**src/design/bssc_pkg.sv**
```systemverilog
// Package for the bit store with set-bit scan: sizes, request codes and shared types.
// Used by the top level, the lowest-set-bit unit, the checker and the testbench; depends on nothing.
`timescale 1ns / 1ps
`default_nettype none

package bssc_pkg;

    localparam int STORE_BYTES    = 128;
    localparam int ADDR_W         = $clog2(STORE_BYTES);
    localparam int MAX_SCAN_BYTES = 8;
    localparam int BYTE_W         = 8;
    localparam int BIT_IDX_W      = 10;
    localparam int CNT_W          = 4;
    localparam int REQ_W          = 3;
    localparam int S_TDATA_W      = 32;
    localparam int M_TDATA_W      = 24;
    localparam int M_PAD_W        = M_TDATA_W - 1 - BYTE_W - BIT_IDX_W;

    localparam logic [REQ_W-1:0] REQ_TEST  = 3'd0;
    localparam logic [REQ_W-1:0] REQ_SET   = 3'd1;
    localparam logic [REQ_W-1:0] REQ_CLEAR = 3'd2;
    localparam logic [REQ_W-1:0] REQ_WRITE = 3'd3;
    localparam logic [REQ_W-1:0] REQ_SCAN  = 3'd4;

    typedef struct packed {
        logic       any;
        logic [2:0] pos;
        logic [7:0] rest;
    } lsb_info_t;

endpackage

`default_nettype wire

```
**src/design/bitset_store_with_set_bit_scan.sv**
```systemverilog
// Test, set, clear and write read their byte on acceptance and end in ST_BITOP: a write-back,
// or for a test a result into the output register once that register is free. A scan gives
// each byte a fetch, a load and one lowest-set-bit pass per set bit plus one to see it empty.
// After reset a clearing pass writes zero to all STORE_BYTES bytes, one per cycle,
// and no item is accepted until it ends. The output register frees the sequencer from the sink.
`timescale 1ns / 1ps
`default_nettype none

module bitset_store_with_set_bit_scan #(
    parameter int MAX_SCAN_BYTES = bssc_pkg::MAX_SCAN_BYTES
) (
    input  wire logic                           aclk,
    input  wire logic                           aresetn,
    input  wire logic                           s_tvalid,
    output logic                                s_tready,
    // bit_index[9:0], bit_value[10], start_byte[17:11], byte_count[21:18], index_base[31:22]
    input  wire logic [bssc_pkg::S_TDATA_W-1:0] s_tdata,
    // req_type[2:0]
    input  wire logic [bssc_pkg::REQ_W-1:0]     s_tuser,
    output logic                                m_tvalid,
    input  wire logic                           m_tready,
    // test_result[0], bit_weight[8:1], found_index[18:9], zero padding[23:19]
    output logic      [bssc_pkg::M_TDATA_W-1:0] m_tdata,
    // found[0]
    output logic                                m_tuser,
    output logic                                m_tlast
);

    localparam int AW  = bssc_pkg::ADDR_W;
    localparam int CW  = bssc_pkg::CNT_W;
    localparam int IW  = bssc_pkg::BIT_IDX_W;
    localparam int BW  = bssc_pkg::BYTE_W;

    typedef enum logic [6:0] {
        ST_CLEAR  = 7'b0000001,
        ST_IDLE   = 7'b0000010,
        ST_BITOP  = 7'b0000100,
        ST_FETCH  = 7'b0001000,
        ST_LOAD   = 7'b0010000,
        ST_SCAN   = 7'b0100000,
        ST_FINISH = 7'b1000000
    } state_t;

    state_t                   state_reg, state_next;
    logic [AW-1:0]            clr_addr_reg, clr_addr_next;
    logic [bssc_pkg::REQ_W-1:0] req_reg, req_next;
    logic [AW-1:0]            addr_reg, addr_next;
    logic [2:0]               bitpos_reg, bitpos_next;
    logic                     bval_reg, bval_next;
    logic [CW-1:0]            n_reg, n_next;
    logic [CW-1:0]            off_reg, off_next;
    logic [IW-1:0]            base_reg, base_next;
    logic [BW-1:0]            work_reg, work_next;
    logic                     pend_valid_reg, pend_valid_next;
    logic [IW-1:0]            pend_idx_reg, pend_idx_next;
    logic                     m_valid_reg, m_valid_next;
    logic                     out_test_reg, out_test_next;
    logic [BW-1:0]            out_weight_reg, out_weight_next;
    logic [IW-1:0]            out_index_reg, out_index_next;
    logic                     out_found_reg, out_found_next;
    logic                     out_last_reg, out_last_next;

    logic                     ram_we;
    logic [AW-1:0]            ram_waddr;
    logic [BW-1:0]            ram_wdata;
    logic                     ram_re;
    logic [AW-1:0]            ram_raddr;
    logic [BW-1:0]            ram_rdata;

    bssc_pkg::lsb_info_t      lsb_info;

    logic [bssc_pkg::REQ_W-1:0] in_req;
    logic [IW-1:0]            in_bit_index;
    logic                     in_bit_value;
    logic [AW-1:0]            in_start_byte;
    logic [CW-1:0]            in_byte_count;
    logic [IW-1:0]            in_index_base;
    logic [CW-1:0]            scan_len;
    logic                     accept;
    logic                     out_free;
    logic [BW-1:0]            mask;
    logic [BW-1:0]            weight;

    assign in_req        = s_tuser;
    assign in_bit_index  = s_tdata[9:0];
    assign in_bit_value  = s_tdata[10];
    assign in_start_byte = s_tdata[17:11];
    assign in_byte_count = s_tdata[21:18];
    assign in_index_base = s_tdata[31:22];

    assign scan_len = (in_byte_count > CW'(MAX_SCAN_BYTES)) ? CW'(MAX_SCAN_BYTES)
                                                            : in_byte_count;

    assign s_tready = (state_reg == ST_IDLE);
    assign accept   = s_tvalid && s_tready;
    assign out_free = !m_valid_reg || m_tready;
    assign mask     = BW'(1) << bitpos_reg;
    assign weight   = ram_rdata & mask;

    bssc_ram #(
        .WIDTH (BW),
        .DEPTH (bssc_pkg::STORE_BYTES)
    ) u_ram (
        .aclk  (aclk),
        .we    (ram_we),
        .waddr (ram_waddr),
        .wdata (ram_wdata),
        .re    (ram_re),
        .raddr (ram_raddr),
        .rdata (ram_rdata)
    );

    bssc_lsb_unit u_lsb (
        .data_in (work_reg),
        .info    (lsb_info)
    );

    always_comb begin
        state_next      = state_reg;
        clr_addr_next   = clr_addr_reg;
        req_next        = req_reg;
        addr_next       = addr_reg;
        bitpos_next     = bitpos_reg;
        bval_next       = bval_reg;
        n_next          = n_reg;
        off_next        = off_reg;
        base_next       = base_reg;
        work_next       = work_reg;
        pend_valid_next = pend_valid_reg;
        pend_idx_next   = pend_idx_reg;
        m_valid_next    = m_valid_reg && !m_tready;
        out_test_next   = out_test_reg;
        out_weight_next = out_weight_reg;
        out_index_next  = out_index_reg;
        out_found_next  = out_found_reg;
        out_last_next   = out_last_reg;
        ram_we          = 1'b0;
        ram_waddr       = addr_reg;
        ram_wdata       = ram_rdata;
        ram_re          = 1'b0;
        ram_raddr       = in_bit_index[IW-1:3];

        unique case (state_reg)
            ST_CLEAR: begin
                ram_we        = 1'b1;
                ram_waddr     = clr_addr_reg;
                ram_wdata     = '0;
                clr_addr_next = clr_addr_reg + AW'(1);
                if (clr_addr_reg == AW'(bssc_pkg::STORE_BYTES - 1)) begin
                    state_next = ST_IDLE;
                end
            end
            ST_IDLE: begin
                if (accept) begin
                    req_next        = in_req;
                    bitpos_next     = in_bit_index[2:0];
                    bval_next       = in_bit_value;
                    base_next       = in_index_base;
                    n_next          = scan_len;
                    off_next        = '0;
                    pend_valid_next = 1'b0;
                    if (in_req == bssc_pkg::REQ_SCAN) begin
                        addr_next  = in_start_byte;
                        state_next = ST_FETCH;
                    end else if (in_req <= bssc_pkg::REQ_WRITE) begin
                        addr_next  = in_bit_index[IW-1:3];
                        ram_re     = 1'b1;
                        state_next = ST_BITOP;
                    end
                end
            end
            ST_BITOP: begin
                if (req_reg == bssc_pkg::REQ_TEST) begin
                    if (out_free) begin
                        m_valid_next    = 1'b1;
                        out_test_next   = |weight;
                        out_weight_next = weight;
                        out_index_next  = '0;
                        out_found_next  = 1'b0;
                        out_last_next   = 1'b1;
                        state_next      = ST_IDLE;
                    end
                end else begin
                    ram_we     = 1'b1;
                    state_next = ST_IDLE;
                    if ((req_reg == bssc_pkg::REQ_SET) ||
                        ((req_reg == bssc_pkg::REQ_WRITE) && bval_reg)) begin
                        ram_wdata = ram_rdata | mask;
                    end else begin
                        ram_wdata = ram_rdata & ~mask;
                    end
                end
            end
            ST_FETCH: begin
                if (off_reg == n_reg) begin
                    state_next = ST_FINISH;
                end else begin
                    ram_re     = 1'b1;
                    ram_raddr  = addr_reg + AW'(off_reg);
                    state_next = ST_LOAD;
                end
            end
            ST_LOAD: begin
                work_next  = ram_rdata;
                state_next = ST_SCAN;
            end
            ST_SCAN: begin
                if (!lsb_info.any) begin
                    off_next   = off_reg + CW'(1);
                    state_next = ST_FETCH;
                end else if (!pend_valid_reg || out_free) begin
                    if (pend_valid_reg) begin
                        m_valid_next    = 1'b1;
                        out_test_next   = 1'b0;
                        out_weight_next = '0;
                        out_index_next  = pend_idx_reg;
                        out_found_next  = 1'b1;
                        out_last_next   = 1'b0;
                    end
                    pend_valid_next = 1'b1;
                    pend_idx_next   = base_reg + IW'({off_reg[2:0], lsb_info.pos});
                    work_next       = lsb_info.rest;
                end
            end
            ST_FINISH: begin
                if (out_free) begin
                    m_valid_next    = 1'b1;
                    out_test_next   = 1'b0;
                    out_weight_next = '0;
                    out_index_next  = pend_valid_reg ? pend_idx_reg : '0;
                    out_found_next  = pend_valid_reg;
                    out_last_next   = 1'b1;
                    state_next      = ST_IDLE;
                end
            end
            default: begin
                state_next = ST_CLEAR;
            end
        endcase
    end

    always_ff @(posedge aclk) begin
        if (!aresetn) begin
            state_reg      <= ST_CLEAR;
            clr_addr_reg   <= '0;
            pend_valid_reg <= 1'b0;
            m_valid_reg    <= 1'b0;
        end else begin
            state_reg      <= state_next;
            clr_addr_reg   <= clr_addr_next;
            pend_valid_reg <= pend_valid_next;
            m_valid_reg    <= m_valid_next;
        end
    end

    always_ff @(posedge aclk) begin
        req_reg        <= req_next;
        addr_reg       <= addr_next;
        bitpos_reg     <= bitpos_next;
        bval_reg       <= bval_next;
        n_reg          <= n_next;
        off_reg        <= off_next;
        base_reg       <= base_next;
        work_reg       <= work_next;
        pend_idx_reg   <= pend_idx_next;
        out_test_reg   <= out_test_next;
        out_weight_reg <= out_weight_next;
        out_index_reg  <= out_index_next;
        out_found_reg  <= out_found_next;
        out_last_reg   <= out_last_next;
    end

    assign m_tvalid = m_valid_reg;
    assign m_tdata  = {{bssc_pkg::M_PAD_W{1'b0}}, out_index_reg, out_weight_reg, out_test_reg};
    assign m_tuser  = out_found_reg;
    assign m_tlast  = out_last_reg;

endmodule

`default_nettype wire

```
**src/design/bssc_ram.sv**
```systemverilog
// Generic memory with one write port and one registered read port.
// Standalone; used for the byte store of the block.
`timescale 1ns / 1ps
`default_nettype none

module bssc_ram #(
    parameter int WIDTH = 8,
    parameter int DEPTH = 128
) (
    input  wire logic                     aclk,
    input  wire logic                     we,
    input  wire logic [$clog2(DEPTH)-1:0] waddr,
    input  wire logic [WIDTH-1:0]         wdata,
    input  wire logic                     re,
    input  wire logic [$clog2(DEPTH)-1:0] raddr,
    output logic      [WIDTH-1:0]         rdata
);

    logic [WIDTH-1:0] mem [DEPTH];

    always_ff @(posedge aclk) begin
        if (we) begin
            mem[waddr] <= wdata;
        end
        if (re) begin
            rdata <= mem[raddr];
        end
    end

endmodule

`default_nettype wire

```
**src/design/bssc_lsb_unit.sv**
```systemverilog
// Lowest-set-bit unit: position of the lowest one in a byte and the byte without it.
// Depends on bssc_pkg for the result struct.
`timescale 1ns / 1ps
`default_nettype none

module bssc_lsb_unit (
    input  wire logic [7:0]          data_in,
    output bssc_pkg::lsb_info_t      info
);

    logic [2:0] pos;

    always_comb begin
        pos = 3'd0;
        for (int i = 7; i >= 0; i--) begin
            if (data_in[i]) begin
                pos = 3'(i);
            end
        end
    end

    assign info.any  = |data_in;
    assign info.pos  = pos;
    assign info.rest = data_in & (data_in - 8'd1);

endmodule

`default_nettype wire

```
**config.mk**
```make
export PLATFORM = sky130hd
export DESIGN_NAME = bitset_store_with_set_bit_scan
export DESIGN_NICKNAME = d
export VERILOG_FILES = /design/src/design/bssc_pkg.sv /design/src/design/bitset_store_with_set_bit_scan.sv /design/src/design/bssc_ram.sv /design/src/design/bssc_lsb_unit.sv
export SDC_FILE = /design/constraint.sdc
export NUM_CORES = 2
export LEC_CHECK = 0
export CAP_MARGIN = 20
export CORE_MARGIN = 4
export CORE_UTILIZATION = 30
export DETAILED_ROUTE_END_ITERATION = 7
export DONT_BUFFER_PORTS = 1
export PLACE_DENSITY_LB_ADDON = 0.15
export SLEW_MARGIN = 20
export SYNTH_ARGS = -nofsm -noshare
export SYNTH_HDL_FRONTEND = slang
export SYNTH_SLANG_ARGS = --single-unit
```
**constraint.sdc**
```tcl
create_clock -name aclk -period 9.9 [get_ports aclk]
set_input_delay 0.495 -clock aclk [delete_from_list [all_inputs] [get_ports aclk]]
set_output_delay 0.495 -clock aclk [all_outputs]
set_load 0.1 [all_outputs]
```
==> impl_metrics.yaml <==
setup_path:
  cp_num_cells: 12
  crit_fanout: 46
  critPathRequiredTime_ns: 10.43
  reg2reg_to: "u_ram.rdata[0]"
  endpoint: "u_ram.rdata[0]"
  crit_family: "buffers and inverters"
  crit_path_max_incr_delay_ns: 0.90
  r2r_slack_ns: 3.93
  cp-start-kind: "register"
  cpMaxStageDelayCell: "a2111oi_0"
  crit_path_frequent_cell: "buf_4"
  ff2ff_path_depth: 12
  end_kind: "register"
  crit_arrival_ns: 6.50
  r2r-start: "state_reg[6]"
  startpoint: "state_reg[6]"
  worstPathCellList: "nor4_2 > and3_4 > buf_4 > a21oi_4 > nor2_4 > buf_4 > buf_4 > mux2_2 > a2111oi_0 > a2111oi_0 > buf_4 > and4b_1"
  critPathBufInv: 4
  path_class: "reg -> reg"
clocking:
  postCtsSetupBuffers: 0
  cts_buffers: 134
  h-tree-depth: 4
  insertion_delay_ns: 0.77
  cts_tree: "yes"
  cts.path.max_buffers: 3
  path_clk_slew_ns: 0.06
  cts_root_buffer: "clkbuf_16"
  cts.sinks: 1119
drt:
  route.vias.total: 38600
  drt-vias-per-instance: 5.68
  drc: 0
  drtIter0Drc: 3752
  wl_per_cell_um: 27.7
  routed_wl_mm: 188
  drt_first_pass_iters: 5
  final_antenna_net_count: 0
synth:
  synthAdderAreaFrac_pct: 0.355
  syn_avg_cell_area_um2: 11.9
  netlist_area_mm2: 0.0535
  synth_mux_area_share_pct: 3.10
  yosys-top-cells-area: "edfxtp_1 (62%), a311oi_1 (4.4%), nand2_1 (4.0%)"
  synth_top_family_by_area: "compound AO/OA/AOI/OAI gates"
  synthArstFlopShare_pct: 0
  ys_ff_latch: 1119
  synth-simple-area-share_pct: 11.6
  ys_warn_count: 0
  synthFlopType: "edfxtp_1"
  yosysSeqAreaShare_pct: 62.5
  synthXorXnorAreaFrac_pct: 0.426
  synth_compound_area_share_pct: 18.4
  ys_types: 70
  synth_top_area_share_pct: 61.9
  synthesis.instances: 4488
  synth_edf_count: 1103
  yosysTopAreaCell: "edfxtp_1"
layout:
  largest_register_ffs: 1024
  fillerInstances: 17200
  drive_above_1_share_pct: 10.5
  regMostFlops: "u_ram.mem"
  multi_input_area_mm2: 0.0184
  area_growth_pct: 13.0
  seq_area_mm2: 0.0334
  final_nets: 4397
place:
  io_buffer_count: 0
  gp_congestion: 0.780
  dp_hpwl_mm: 106
  place_ws_ns: 3.93
sta:
  slew_headroom_pct: 19.7
  worst_pin_slew_ns: 1.17
  setup_ws_ns: 3.93
  slew_violations: 0
  min_period_ns: 5.97
  rsz0062_at_grt: "false"
  fin_crit_sh_pct: 60.3
  finClkSkew_ns: 0.0202
  hold_viol: 0
  max_freq_mhz: 167
  setup_viol: 0
  setup_tns_ns: 0
status:
  status: "finished clean"
hold_path:
  min_path_type: "in -> reg"
global_routing:
  gr-total-overflow: 0
  gr-usage-all-layers_pct: 19.7
  grt_pass1_wl_mm: 272
  antenna_found_initial: 5
  grt_pass1_vias: 37400
  grt_max_degree: 273
floorplan:
  core_area_mm2: 0.177
  die_area_mm2: 0.185
  die_w_um: 430
  die_h_um: 430
  rows: 154
  start_util_pct: 30.3
  io_pins: 67
power_and_ir_drop:
  power_density_mw_per_mm2: 182
  leakagePower_nw: 18.6
  ir_drop_mv: 0.156
run:
  maxCapViolations: 0
-- power breakdown --
part           switching (W)  total, W  internal [W]
Sequential         0.0000264   0.00537       0.00535
Combinational       0.000696  0.000906      0.000209
Clock                0.00201   0.00476       0.00275
Total                0.00273    0.0110       0.00831
-- cell usage after synthesis (18+ instances only) --
| cell | count |
|---|---|
| and3_1 | 27 |
| inv_1 | 23 |
| mux2_2 | 98 |
| nand2_1 | 576 |
| o21ai_0 | 133 |
| a21oi_1 | 382 |
| nand3_1 | 97 |
| or2_2 | 19 |
| nand2b_1 | 278 |
| a2111oi_0 | 100 |
| o21a_1 | 18 |
| clkbuf_1 | 296 |
| a221oi_1 | 24 |
| o22ai_1 | 135 |
| buf_2 | 94 |
| nor3_1 | 18 |
| or4_1 | 18 |
| edfxtp_1 | 1103 |
| mux2_1 | 42 |
| nor2_1 | 153 |
| a311oi_1 | 270 |
| a211oi_1 | 276 |
| and2_1 | 18 |
| xnor2_1 | 21 |
| buf_1 | 30 |
-- worst reg2reg max path, cell delays in order (launching register included) --
cell and delay [ns]:
dfxtp_1 0.40, nor4_2 0.48, and3_4 0.71, buf_4 0.68, a21oi_4 0.15, nor2_4 0.11, buf_4 0.49, buf_4 0.60
mux2_2 0.42, a2111oi_0 0.90, a2111oi_0 0.35, buf_4 0.26, and4b_1 0.19
-- cells by family (layout without fill, tap and decap cells) --
group / Yosys count / count (layout)
multiplexers: 146 / 146
other: 1 / 8
flip-flops: 1119 / 1119
adder cells (fa/ha/maj): 14 / 14
buffers and inverters: 465 / 420
AND/OR/NAND/NOR: 1286 / 1286
XOR/XNOR: 26 / 26
AO/OA/AOI/OAI: 1431 / 1431
-- cell usage in the layout, fill, tap and decap left out, types with 24 or more instances in the layout --
cell type      Yosys  routed
mux2_1            42      42
mux2_2            98      98
a211oi_1         276     275
buf_4             16     104
dlygate4sd3_1      0      35
o21ai_0          133     127
a21oi_1          382     382
a311oi_1         270     270
clkbuf_16          0     139
a2111oi_1          0      25
nand3_1           97      96
a221oi_1          24      24
nor2_1           153     146
o22ai_1          135     135
a2111oi_0        100      72
clkinv_1           0      28
edfxtp_1        1103    1103
nand2_1          576     576
clkbuf_1         296      35
and3_1            27      26
nand2b_1         278     278
-- final cells by class --
cell class	instances	share of cell area, %
flip-flops and latches	1119	55.3
clock inverters	65	0.894
multi-input cells	2908	30.5
diodes	3	0.0124
well taps	2340	4.84
repair buffers	158	2.40
inverters	23	0.155
clock buffers	174	5.97
-- what timing repair did --
item                                    in CTS  in global routing
hold endpoints to repair                    44                  0
endpoints found under the setup margin       0                  0
hold buffers                                35                  0
gates resized for setup                      0                  0
-- routing by layer --
metal	up-vias	part of all wire [%]	GRT usage (%)
met3	256	5.7	3.18
li1	17200	-	-
met5	-	0.0069	0
met1	19800	44	27.2
met4	2	2.5	5.37
met2	1287	47	32.1
-- worst min-delay path by stage --
stage	start	endpoint	slack [ns]	cells past startpoint
6_report	s_tvalid	state_reg[1]	0.08	3
5_1_grt	s_tvalid	state_reg[1]	0.07	3
2_1_floorplan	pend_idx_reg[9]	out_index_reg[9]	0.50	1
3_3_place_gp	pend_idx_reg[3]	out_index_reg[3]	0.50	1
4_1_cts	s_tvalid	state_reg[1]	0.01	3
3_5_place_dp	pend_idx_reg[0]	out_index_reg[0]	0.51	1
-- per-stage QoR --
stage	utilization [%]	hold WS [ns]	cell area [µm²]	total power [W]	instances
floorplan	-	0.497	53500	0.00596	4492
global placement	31.6	0.504	55900	0.00636	6505
detailed placement	31.7	0.512	55900	0.00636	6509
CTS	34.2	0.0117	60400	0.0112	6783
global route	34.2	0.0749	60500	0.0114	6787
finish	34.2	0.0827	60500	0.0110	6790
No activity file was read; power rests on OpenSTA's default activity.
